$ cat config.mk
export PLATFORM = sky130hd
export DESIGN_NAME = rotated_box_mask_blend
export DESIGN_NICKNAME = d
export VERILOG_FILES = /design/src/rtl/rbmb_pkg.sv /design/src/rtl/rbmb_cfg_regs.sv /design/src/rtl/rbmb_box_test.sv /design/src/rtl/rbmb_blend.sv /design/src/rtl/rotated_box_mask_blend.sv
export SDC_FILE = /design/constraint.sdc
export NUM_CORES = 2
export LEC_CHECK = 0
export BUFFER_PORTS_ARGS = -buffer_cell sky130_fd_sc_hd__buf_2
export CAP_MARGIN = 25
export CORE_MARGIN = 2
export CORE_UTILIZATION = 35
export DETAILED_ROUTE_END_ITERATION = 8
export SYNTH_ARGS = -nofsm -noshare
export SYNTH_HDL_FRONTEND = slang
export SYNTH_SLANG_ARGS = --single-unit
$ cat constraint.sdc
create_clock -name clk -period 7 [get_ports clk]
set_clock_uncertainty 0.05 [all_clocks]
set_input_delay 0.35 -clock clk [delete_from_list [all_inputs] [get_ports clk]]
set_output_delay 0.35 -clock clk [all_outputs]
set_load 0.03 [all_outputs]
$ cat src/rtl/rbmb_pkg.sv
// Shared types and constants of the rotated box mask blend block.
package rbmb_pkg;

	// Q1.15 level that stands for 1.0.
	localparam logic [15:0] LEVEL_ONE = 16'd32768;

	// Widths of the configuration port.
	localparam int CFG_IDX_W  = 3;
	localparam int CFG_DATA_W = 18;

	// Register indexes on the configuration port.
	typedef enum logic [CFG_IDX_W-1:0] {
		REG_CENTER_X  = 3'd0,
		REG_CENTER_Y  = 3'd1,
		REG_HALF_W    = 3'd2,
		REG_HALF_H    = 3'd3,
		REG_COS_ROT   = 3'd4,
		REG_SIN_ROT   = 3'd5,
		REG_BLEND     = 3'd6
	} cfg_idx_t;

	typedef enum logic [1:0] {
		BLEND_ADD = 2'd0,
		BLEND_SUB = 2'd1,
		BLEND_MUL = 2'd2,
		BLEND_INV = 2'd3
	} blend_mode_t;

	// Register file contents as seen by the datapath.
	typedef struct packed {
		logic signed [17:0] center_x;
		logic signed [17:0] center_y;
		logic        [16:0] half_width;
		logic        [16:0] half_height;
		logic signed [15:0] cos_rot;
		logic signed [15:0] sin_rot;
		blend_mode_t        mode;
	} cfg_t;

	// Load enables of the four pipeline stages.
	typedef struct packed {
		logic en_s1;
		logic en_s2;
		logic en_s3;
		logic en_s4;
	} pipe_ctl_t;

endpackage

$ cat src/rtl/rbmb_cfg_regs.sv
// Configuration register file of the rotated box mask blend block.
module rbmb_cfg_regs (
	input  logic                                clk,
	input  logic                                arst_n,
	input  logic                                wr_en,
	input  logic [rbmb_pkg::CFG_IDX_W-1:0]      wr_index,
	input  logic [rbmb_pkg::CFG_DATA_W-1:0]     wr_data,
	output rbmb_pkg::cfg_t                      cfg
);

	rbmb_pkg::cfg_t cfg_q;

	always_ff @(posedge clk or negedge arst_n) begin
		if (!arst_n) begin
			cfg_q.center_x    <= '0;
			cfg_q.center_y    <= '0;
			cfg_q.half_width  <= '0;
			cfg_q.half_height <= '0;
			cfg_q.cos_rot     <= 16'sd16384;
			cfg_q.sin_rot     <= '0;
			cfg_q.mode        <= rbmb_pkg::BLEND_ADD;
		end else if (wr_en) begin
			unique case (wr_index)
				rbmb_pkg::REG_CENTER_X: cfg_q.center_x    <= wr_data;
				rbmb_pkg::REG_CENTER_Y: cfg_q.center_y    <= wr_data;
				rbmb_pkg::REG_HALF_W:   cfg_q.half_width  <= wr_data[16:0];
				rbmb_pkg::REG_HALF_H:   cfg_q.half_height <= wr_data[16:0];
				rbmb_pkg::REG_COS_ROT:  cfg_q.cos_rot     <= wr_data[15:0];
				rbmb_pkg::REG_SIN_ROT:  cfg_q.sin_rot     <= wr_data[15:0];
				rbmb_pkg::REG_BLEND:    cfg_q.mode <= rbmb_pkg::blend_mode_t'(wr_data[1:0]);
				default: begin
					// Writes beyond the register list are dropped.
				end
			endcase
		end
	end

	assign cfg = cfg_q;

endmodule

$ cat src/rtl/rbmb_box_test.sv
// Rotation and strict box test: offsets, products, sums, then the bound compare.
module rbmb_box_test #(
	parameter int COORD_BITS = 12
) (
	input  logic                   clk,
	input  rbmb_pkg::pipe_ctl_t    ctl,
	input  rbmb_pkg::cfg_t         cfg,
	input  logic [COORD_BITS-1:0]  pixel_x,
	input  logic [COORD_BITS-1:0]  pixel_y,
	output logic                   box_hit
);

	localparam int PW   = COORD_BITS + 5;
	localparam int DW   = ((PW > 18) ? PW : 18) + 1;
	localparam int PRW  = DW + 16;
	localparam int SW   = PRW + 1;
	localparam int CW   = ((SW > 33) ? SW : 33) + 1;

	logic signed [DW-1:0]  px_ext, py_ext;
	logic signed [DW-1:0]  dx_s1, dy_s1;
	logic signed [PRW-1:0] ux_s2, uy_s2, vx_s2, vy_s2;
	logic signed [SW-1:0]  u_s3, v_s3;
	logic signed [CW-1:0]  u_ext, v_ext, hw_ext, hh_ext;

	assign px_ext = signed'({{(DW-COORD_BITS-4){1'b0}}, pixel_x, 4'b0000});
	assign py_ext = signed'({{(DW-COORD_BITS-4){1'b0}}, pixel_y, 4'b0000});

	always_ff @(posedge clk) begin
		if (ctl.en_s1) begin
			dx_s1 <= px_ext - DW'(cfg.center_x);
			dy_s1 <= py_ext - DW'(cfg.center_y);
		end
		if (ctl.en_s2) begin
			ux_s2 <= PRW'(cfg.cos_rot) * PRW'(dx_s1);
			uy_s2 <= PRW'(cfg.sin_rot) * PRW'(dy_s1);
			vx_s2 <= PRW'(cfg.sin_rot) * PRW'(dx_s1);
			vy_s2 <= PRW'(cfg.cos_rot) * PRW'(dy_s1);
		end
		if (ctl.en_s3) begin
			u_s3 <= SW'(ux_s2) + SW'(uy_s2);
			v_s3 <= SW'(vy_s2) - SW'(vx_s2);
		end
	end

	// Bounds are the half sizes moved up by 14 bits to the Q18 scale of u and v.
	assign u_ext  = CW'(u_s3);
	assign v_ext  = CW'(v_s3);
	assign hw_ext = CW'(signed'({1'b0, cfg.half_width, 14'b0}));
	assign hh_ext = CW'(signed'({1'b0, cfg.half_height, 14'b0}));

	assign box_hit = (u_ext < hw_ext) && (u_ext > -hw_ext)
		&& (v_ext < hh_ext) && (v_ext > -hh_ext);

endmodule

$ cat src/rtl/rbmb_blend.sv
// Level path: saturation, rounded product and the final blend register.
module rbmb_blend (
	input  logic                   clk,
	input  rbmb_pkg::pipe_ctl_t    ctl,
	input  rbmb_pkg::cfg_t         cfg,
	input  logic [15:0]            mask_level,
	input  logic [15:0]            value_level,
	input  logic                   box_hit,
	output logic [15:0]            masked_value,
	output logic                   inside_box
);

	logic [15:0] m_sat, v_sat;
	logic [15:0] m_s1, v_s1, m_s2, v_s2, m_s3, v_s3;
	logic [31:0] prod_s2;
	logic [31:0] prod_rnd;
	logic [15:0] mul_s3;
	logic [15:0] blend_in, blend_out;
	logic [15:0] masked_value_s4;
	logic        inside_s4;

	assign m_sat = (mask_level  > rbmb_pkg::LEVEL_ONE) ? rbmb_pkg::LEVEL_ONE : mask_level;
	assign v_sat = (value_level > rbmb_pkg::LEVEL_ONE) ? rbmb_pkg::LEVEL_ONE : value_level;

	// Round half up to Q1.15; the result never exceeds 1.0.
	assign prod_rnd = prod_s2 + 32'd16384;

	always_ff @(posedge clk) begin
		if (ctl.en_s1) begin
			m_s1 <= m_sat;
			v_s1 <= v_sat;
		end
		if (ctl.en_s2) begin
			m_s2    <= m_s1;
			v_s2    <= v_s1;
			prod_s2 <= m_s1 * v_s1;
		end
		if (ctl.en_s3) begin
			m_s3   <= m_s2;
			v_s3   <= v_s2;
			mul_s3 <= prod_rnd[30:15];
		end
		if (ctl.en_s4) begin
			masked_value_s4 <= blend_out;
			inside_s4       <= box_hit;
		end
	end

	always_comb begin
		unique case (cfg.mode)
			rbmb_pkg::BLEND_ADD: blend_in = (m_s3 > v_s3) ? m_s3 : v_s3;
			rbmb_pkg::BLEND_SUB: blend_in = (m_s3 > v_s3) ? (m_s3 - v_s3) : 16'd0;
			rbmb_pkg::BLEND_MUL: blend_in = mul_s3;
			rbmb_pkg::BLEND_INV: blend_in = (m_s3 != 16'd0) ? 16'd0 : v_s3;
			default:             blend_in = m_s3;
		endcase
		if (box_hit) begin
			blend_out = blend_in;
		end else if (cfg.mode == rbmb_pkg::BLEND_MUL) begin
			blend_out = 16'd0;
		end else begin
			blend_out = m_s3;
		end
	end

	assign masked_value = masked_value_s4;
	assign inside_box   = inside_s4;

endmodule

$ cat src/rtl/rotated_box_mask_blend.sv
// Top level of the rotated box mask blend block: handshakes and pipeline control.
//
//  Channel   Direction  Signals                          Carries
//  s_*       in         s_tvalid s_tready s_tdata        one pixel item
//  m_*       out        m_tvalid m_tready m_tdata m_tuser one blended level item
//  cfg_*     in         cfg_valid cfg_ready cfg_index    one register write
//                       cfg_data
//
// Every item passes four register stages: offsets from the box centre, the four
// rotation products, the rotated sums, and finally the bound compare with the
// blend, which lands in the output register. An item passes the stages in that
// order; one item is taken in every cycle unless a stall has filled every stage.
// Each stage holds its item while the stage after it is full and stalled, so a
// stall on the output side fills the bubbles first and only then drops s_tready;
// nothing is lost or repeated. Reset clears the valid bits and loads the
// register reset values; cfg_ready is always high.
module rotated_box_mask_blend #(
	parameter int COORD_BITS = 12
) (
	input  logic                                 clk,
	input  logic                                 arst_n,
	input  logic                                 s_tvalid,
	output logic                                 s_tready,
	// s_tdata, lowest bit up: pixel_x, pixel_y, mask_level, value_level, zero pad.
	input  logic [((2*COORD_BITS+32+7)/8)*8-1:0] s_tdata,
	output logic                                 m_tvalid,
	input  logic                                 m_tready,
	// m_tdata: masked_value.
	output logic [15:0]                          m_tdata,
	// m_tuser: inside_box.
	output logic                                 m_tuser,
	input  logic                                 cfg_valid,
	output logic                                 cfg_ready,
	input  logic [rbmb_pkg::CFG_IDX_W-1:0]       cfg_index,
	input  logic [rbmb_pkg::CFG_DATA_W-1:0]      cfg_data
);

	// Field positions inside s_tdata.
	localparam int PY_LO = COORD_BITS;
	localparam int ML_LO = 2 * COORD_BITS;
	localparam int VL_LO = 2 * COORD_BITS + 16;

	rbmb_pkg::cfg_t      cfg;
	rbmb_pkg::pipe_ctl_t ctl;

	logic vld_s1, vld_s2, vld_s3, vld_s4;
	logic rdy1, rdy2, rdy3, rdy4;
	logic box_hit;

	// A stage can load when it is empty or its item moves on in this cycle.
	assign rdy4 = !vld_s4 || m_tready;
	assign rdy3 = !vld_s3 || rdy4;
	assign rdy2 = !vld_s2 || rdy3;
	assign rdy1 = !vld_s1 || rdy2;

	assign ctl.en_s1 = s_tvalid && rdy1;
	assign ctl.en_s2 = vld_s1 && rdy2;
	assign ctl.en_s3 = vld_s2 && rdy3;
	assign ctl.en_s4 = vld_s3 && rdy4;

	always_ff @(posedge clk or negedge arst_n) begin
		if (!arst_n) begin
			vld_s1 <= 1'b0;
			vld_s2 <= 1'b0;
			vld_s3 <= 1'b0;
			vld_s4 <= 1'b0;
		end else begin
			if (rdy1) begin
				vld_s1 <= s_tvalid;
			end
			if (rdy2) begin
				vld_s2 <= vld_s1;
			end
			if (rdy3) begin
				vld_s3 <= vld_s2;
			end
			if (rdy4) begin
				vld_s4 <= vld_s3;
			end
		end
	end

	assign s_tready  = rdy1;
	assign m_tvalid  = vld_s4;
	assign cfg_ready = 1'b1;

	rbmb_cfg_regs u_cfg (
		.clk      (clk),
		.arst_n   (arst_n),
		.wr_en    (cfg_valid),
		.wr_index (cfg_index),
		.wr_data  (cfg_data),
		.cfg      (cfg)
	);

	rbmb_box_test #(
		.COORD_BITS (COORD_BITS)
	) u_box (
		.clk     (clk),
		.ctl     (ctl),
		.cfg     (cfg),
		.pixel_x (s_tdata[COORD_BITS-1:0]),
		.pixel_y (s_tdata[PY_LO +: COORD_BITS]),
		.box_hit (box_hit)
	);

	rbmb_blend u_blend (
		.clk          (clk),
		.ctl          (ctl),
		.cfg          (cfg),
		.mask_level   (s_tdata[ML_LO +: 16]),
		.value_level  (s_tdata[VL_LO +: 16]),
		.box_hit      (box_hit),
		.masked_value (m_tdata),
		.inside_box   (m_tuser)
	);

	// The input side only waits when every stage holds an item.
	a_ready_only_when_full: assert property (@(posedge clk) disable iff (!arst_n)
		!s_tready |-> (vld_s1 && vld_s2 && vld_s3 && vld_s4))
		else $error("input stalled while the pipeline had a free stage");

	// An accepted item occupies the first stage on the next edge.
	a_accept_enters_s1: assert property (@(posedge clk) disable iff (!arst_n)
		(s_tvalid && s_tready) |=> vld_s1)
		else $error("accepted item did not enter the first stage");

	// A blocked third stage keeps its item and the output stage stays full.
	a_s3_stall_holds: assert property (@(posedge clk) disable iff (!arst_n)
		(vld_s3 && !rdy3) |=> (vld_s3 && vld_s4))
		else $error("stalled item left the third stage");

endmodule
==> reports/qor.txt <==
Status: complete, but fails checks
Failing checks: design-rule violations
FF/Latch Area: 14600 um2
Number of synthesized flops with an enable pin: 396
R2R Setup Slk: 0.22 ns
I/O Pins: 102
Vias in the first global route: 59865
Final setup viols: 0
WS Path Type: reg -> reg
Netlist cell types: 78
Fraction of registers with async set/reset: 21.4%
Crit path from: u_box.dy_s1[8]
# rows: 173
CP max stage delay: 0.57 ns
Synth-to-layout area growth: 11.1%
CP required: 7.39 ns
Final worst path period need: 6.78 ns
Area post-placement: 83800 um2
R2R cell count: 24
Setup crit end: u_box.vy_s2[32]
Synthesized area per cell: 9.77 um2
DR vias: 55249
CTS Buffer Depth: 3
Post-synth top flop: edfxtp_1
Sequential area share after synthesis: 18.7%
Hold Violations, Final: 0
Arrival time at the worst endpoint: 7.17 ns
Dpl ws: -0.0114 ns
Die height: 477 um
Final ANT Viol Nets: 0
Drc violations: 2
CTS tree: done
Worst-path maximum fanout: 15
Worst Tran Pin Value: 1.03 ns
Worst setup EP type: flip-flop
Root Buffer: clkbuf_16
CP Launch Type: flip-flop
Horiz. Die Dim: 477 um
Crit path max-delay family: adder cells
First-pass GRT wire length: 345000 um
Maxcap violations: 0
Worst path most repeated cell: fa_1
Worst Path Buf+Inv: 6
Share of layout cells above drive strength 1: 7.56%
Clk sinks: 504
Initial antenna violation count: 14
Worst hold path class: in -> reg
Drt first-iter violations: 3503
Core Area: 222000 um2
Synthesized Nets: 10141
Design area: 86800 um2
GRT Total Usage: 19.5%
Cell count along the critical path: 24
Insertion delay to the later sink of the worst-skew pair: 0.72 ns
Fin crit share: 96.8%
CP max-delay cell: fa_1
Reg clk slew, reported paths: 0.06 ns
FF+latch count, synth: 504
Final setup margin: 0.222 ns
Port buffer count: 100
GRT overflow: 0
Fin nets: 10343
Area of the multi-input gates: 56000 um2
Synth Instances: 8004
HPWL after detailed placement: 178000 um
H-tree levels: 3
Worst r2r src: u_box.dy_s1[8]
Minimum hold slack: 0.0346 ns
Pins Over Slew Limit: 0
Sequence of cells on the critical path: buf_8, nand2_1, fa_1, inv_1, fa_1, fa_1, fa_1, fa_1, inv_1, fa_1, inv_1, ha_1, a21oi_1, o22ai_1, o31a_1, a311oi_1, buf_4, nor3b_2, o41ai_2, buf_4, o31ai_4, nor4_2, nor3_1, xor2_1
Max Fclk: 148 MHz
Final Wtd Congestion: 0.891
Syn Std Cell Area: 78200 um2
Avg WL per Cell: 19.4 um
CTS Buf Count: 67
Initial Util: 35.2%
DRT Wirelength: 218000 um
Initial DRT Pass Iterations: 8
Setup TNS: 0 ns
Die area: 227000 um2
Worst relative slew slack: 30.5%
Via-to-Cell Ratio: 4.92
Fill cells: 21970
Yosys warns: 0
Pin count of the biggest net entering global routing: 119
RR Endpoint: u_box.vy_s2[32]
## flip-flops by register name, summed over array words and instances, names as in the netlist, 16 cells and up
register              count
u_cfg.cfg               104
u_box.u_s3               36
u_box.v_s3               36
u_box.ux_s2              35
u_box.uy_s2              35
u_box.vx_s2              35
u_box.vy_s2              35
u_box.dx_s1              19
u_box.dy_s1              19
u_blend.prod_s2          17
u_blend.m_s1             16
u_blend.m_s2             16
u_blend.m_s3             16
u_blend.masked_value     16
u_blend.mul_s3           16
u_blend.v_s1             16
u_blend.v_s2             16
u_blend.v_s3             16
## Yosys cell counts, types with 8 or more instances
cell / instances / area, um2
dfrtp_1: 107 / 2680
mux2i_1: 15 / 150
o21ai_0: 191 / 956
nor2b_1: 63 / 394
edfxtp_1: 396 / 11900
nand3_1: 53 / 265
inv_1: 1740 / 6530
a21oi_1: 200 / 1000
a2111oi_0: 13 / 114
fa_1: 1411 / 28200
nor2_1: 229 / 860
buf_1: 8 / 30.0
nand2_1: 908 / 3410
clkbuf_1: 309 / 1160
or3_1: 11 / 68.8
a211o_1: 17 / 149
o31ai_1: 22 / 165
and2_1: 691 / 4320
xnor2_1: 222 / 1940
nor3b_1: 9 / 67.6
a21boi_0: 11 / 82.6
nor3_1: 65 / 325
nand2b_1: 50 / 313
and3_1: 21 / 131
xor2_1: 85 / 744
a22oi_1: 14 / 105
ha_1: 644 / 8060
nor4_1: 38 / 238
o21bai_1: 20 / 150
a211oi_1: 30 / 225
a31oi_1: 20 / 125
and4_1: 9 / 78.8
mux2_2: 57 / 642
o211ai_1: 10 / 75.1
o21a_1: 48 / 360
nand4_1: 34 / 213
a21o_1: 117 / 878
## worst min path at each step
stage          slack (ns)   startpoint  cells past startpoint               end
6_report             0.03  s_tdata[54]                      2  u_blend.v_s1[14]
5_1_grt             0.009  s_tdata[54]                      2  u_blend.v_s1[14]
4_1_cts            0.0003  s_tdata[54]                      2  u_blend.v_s1[14]
3_5_place_dp         0.35       arst_n                      1     u_cfg.cfg[11]
3_3_place_gp         0.34       arst_n                      1     u_cfg.cfg[50]
2_1_floorplan       0.004       arst_n                      0          m_tvalid
## what timing repair did
action                                  CTS  global route
hold endpoints to repair                 99             0
setup buffers                             0            15
endpoints found under the setup margin    0            30
hold buffers                             50             0
gates resized for setup                   0            59
## layout make-up
cell class | count | share of cell area [%]
antenna | 4 | 0.0115
clock buffer | 89 | 2.14
clock inverter | 31 | 0.398
inverter | 1740 | 7.52
multi-input combinational | 5439 | 64.5
sequential | 504 | 16.8
tap | 2975 | 4.29
timing repair buffer | 454 | 4.30
## per-layer routing
layer  vias to the layer above  track usage [%]  part of all wire, %  wire length (um)
li1                      25088                -                    -                 -
met1                     28390             25.8                   43             94100
met2                      1434             32.6                   47            103000
met3                       333             3.28                  6.0             13000
met4                         4             6.12                  3.3              7280
met5                         -                0               0.0078                17
## cells by family (layout without fill, tap and decap cells)
logic type               count (synthesis)  count (layout)  synth area share, %
multiplexers                            72              72                 1.01
other                                    1               5              0.00480
buffers and inverters                 2061            2314                 9.90
AND/OR/NAND/NOR                       2211            2211                 14.0
AO/OA/AOI/OAI                          793             793                 6.59
flip-flops                             504             504                 18.7
XOR/XNOR                               307             307                 3.44
adder cells (fa/ha/maj)               2055            2055                 46.4
## cells in the final DEF, fill, tap and decap left out, types with 184 or more instances in the layout
cell,n
inv_1,1740
fa_1,1411
nand2_1,908
and2_1,688
ha_1,642
edfxtp_1,396
buf_4,260
nor2_1,228
xnor2_1,222
a21oi_1,199
o21ai_0,184
## stage by stage
step                utilization (%)  std cells
floorplan                         -       8004
global placement               37.7      11046
detailed placement             37.7      11046
CTS                            39.0      11216
global route                   39.1      11232
finish                         39.1      11236
Power is left out: the tool's default activity adds up to more than one toggle a clock period on the data nets, which glitch-free logic cannot reach.
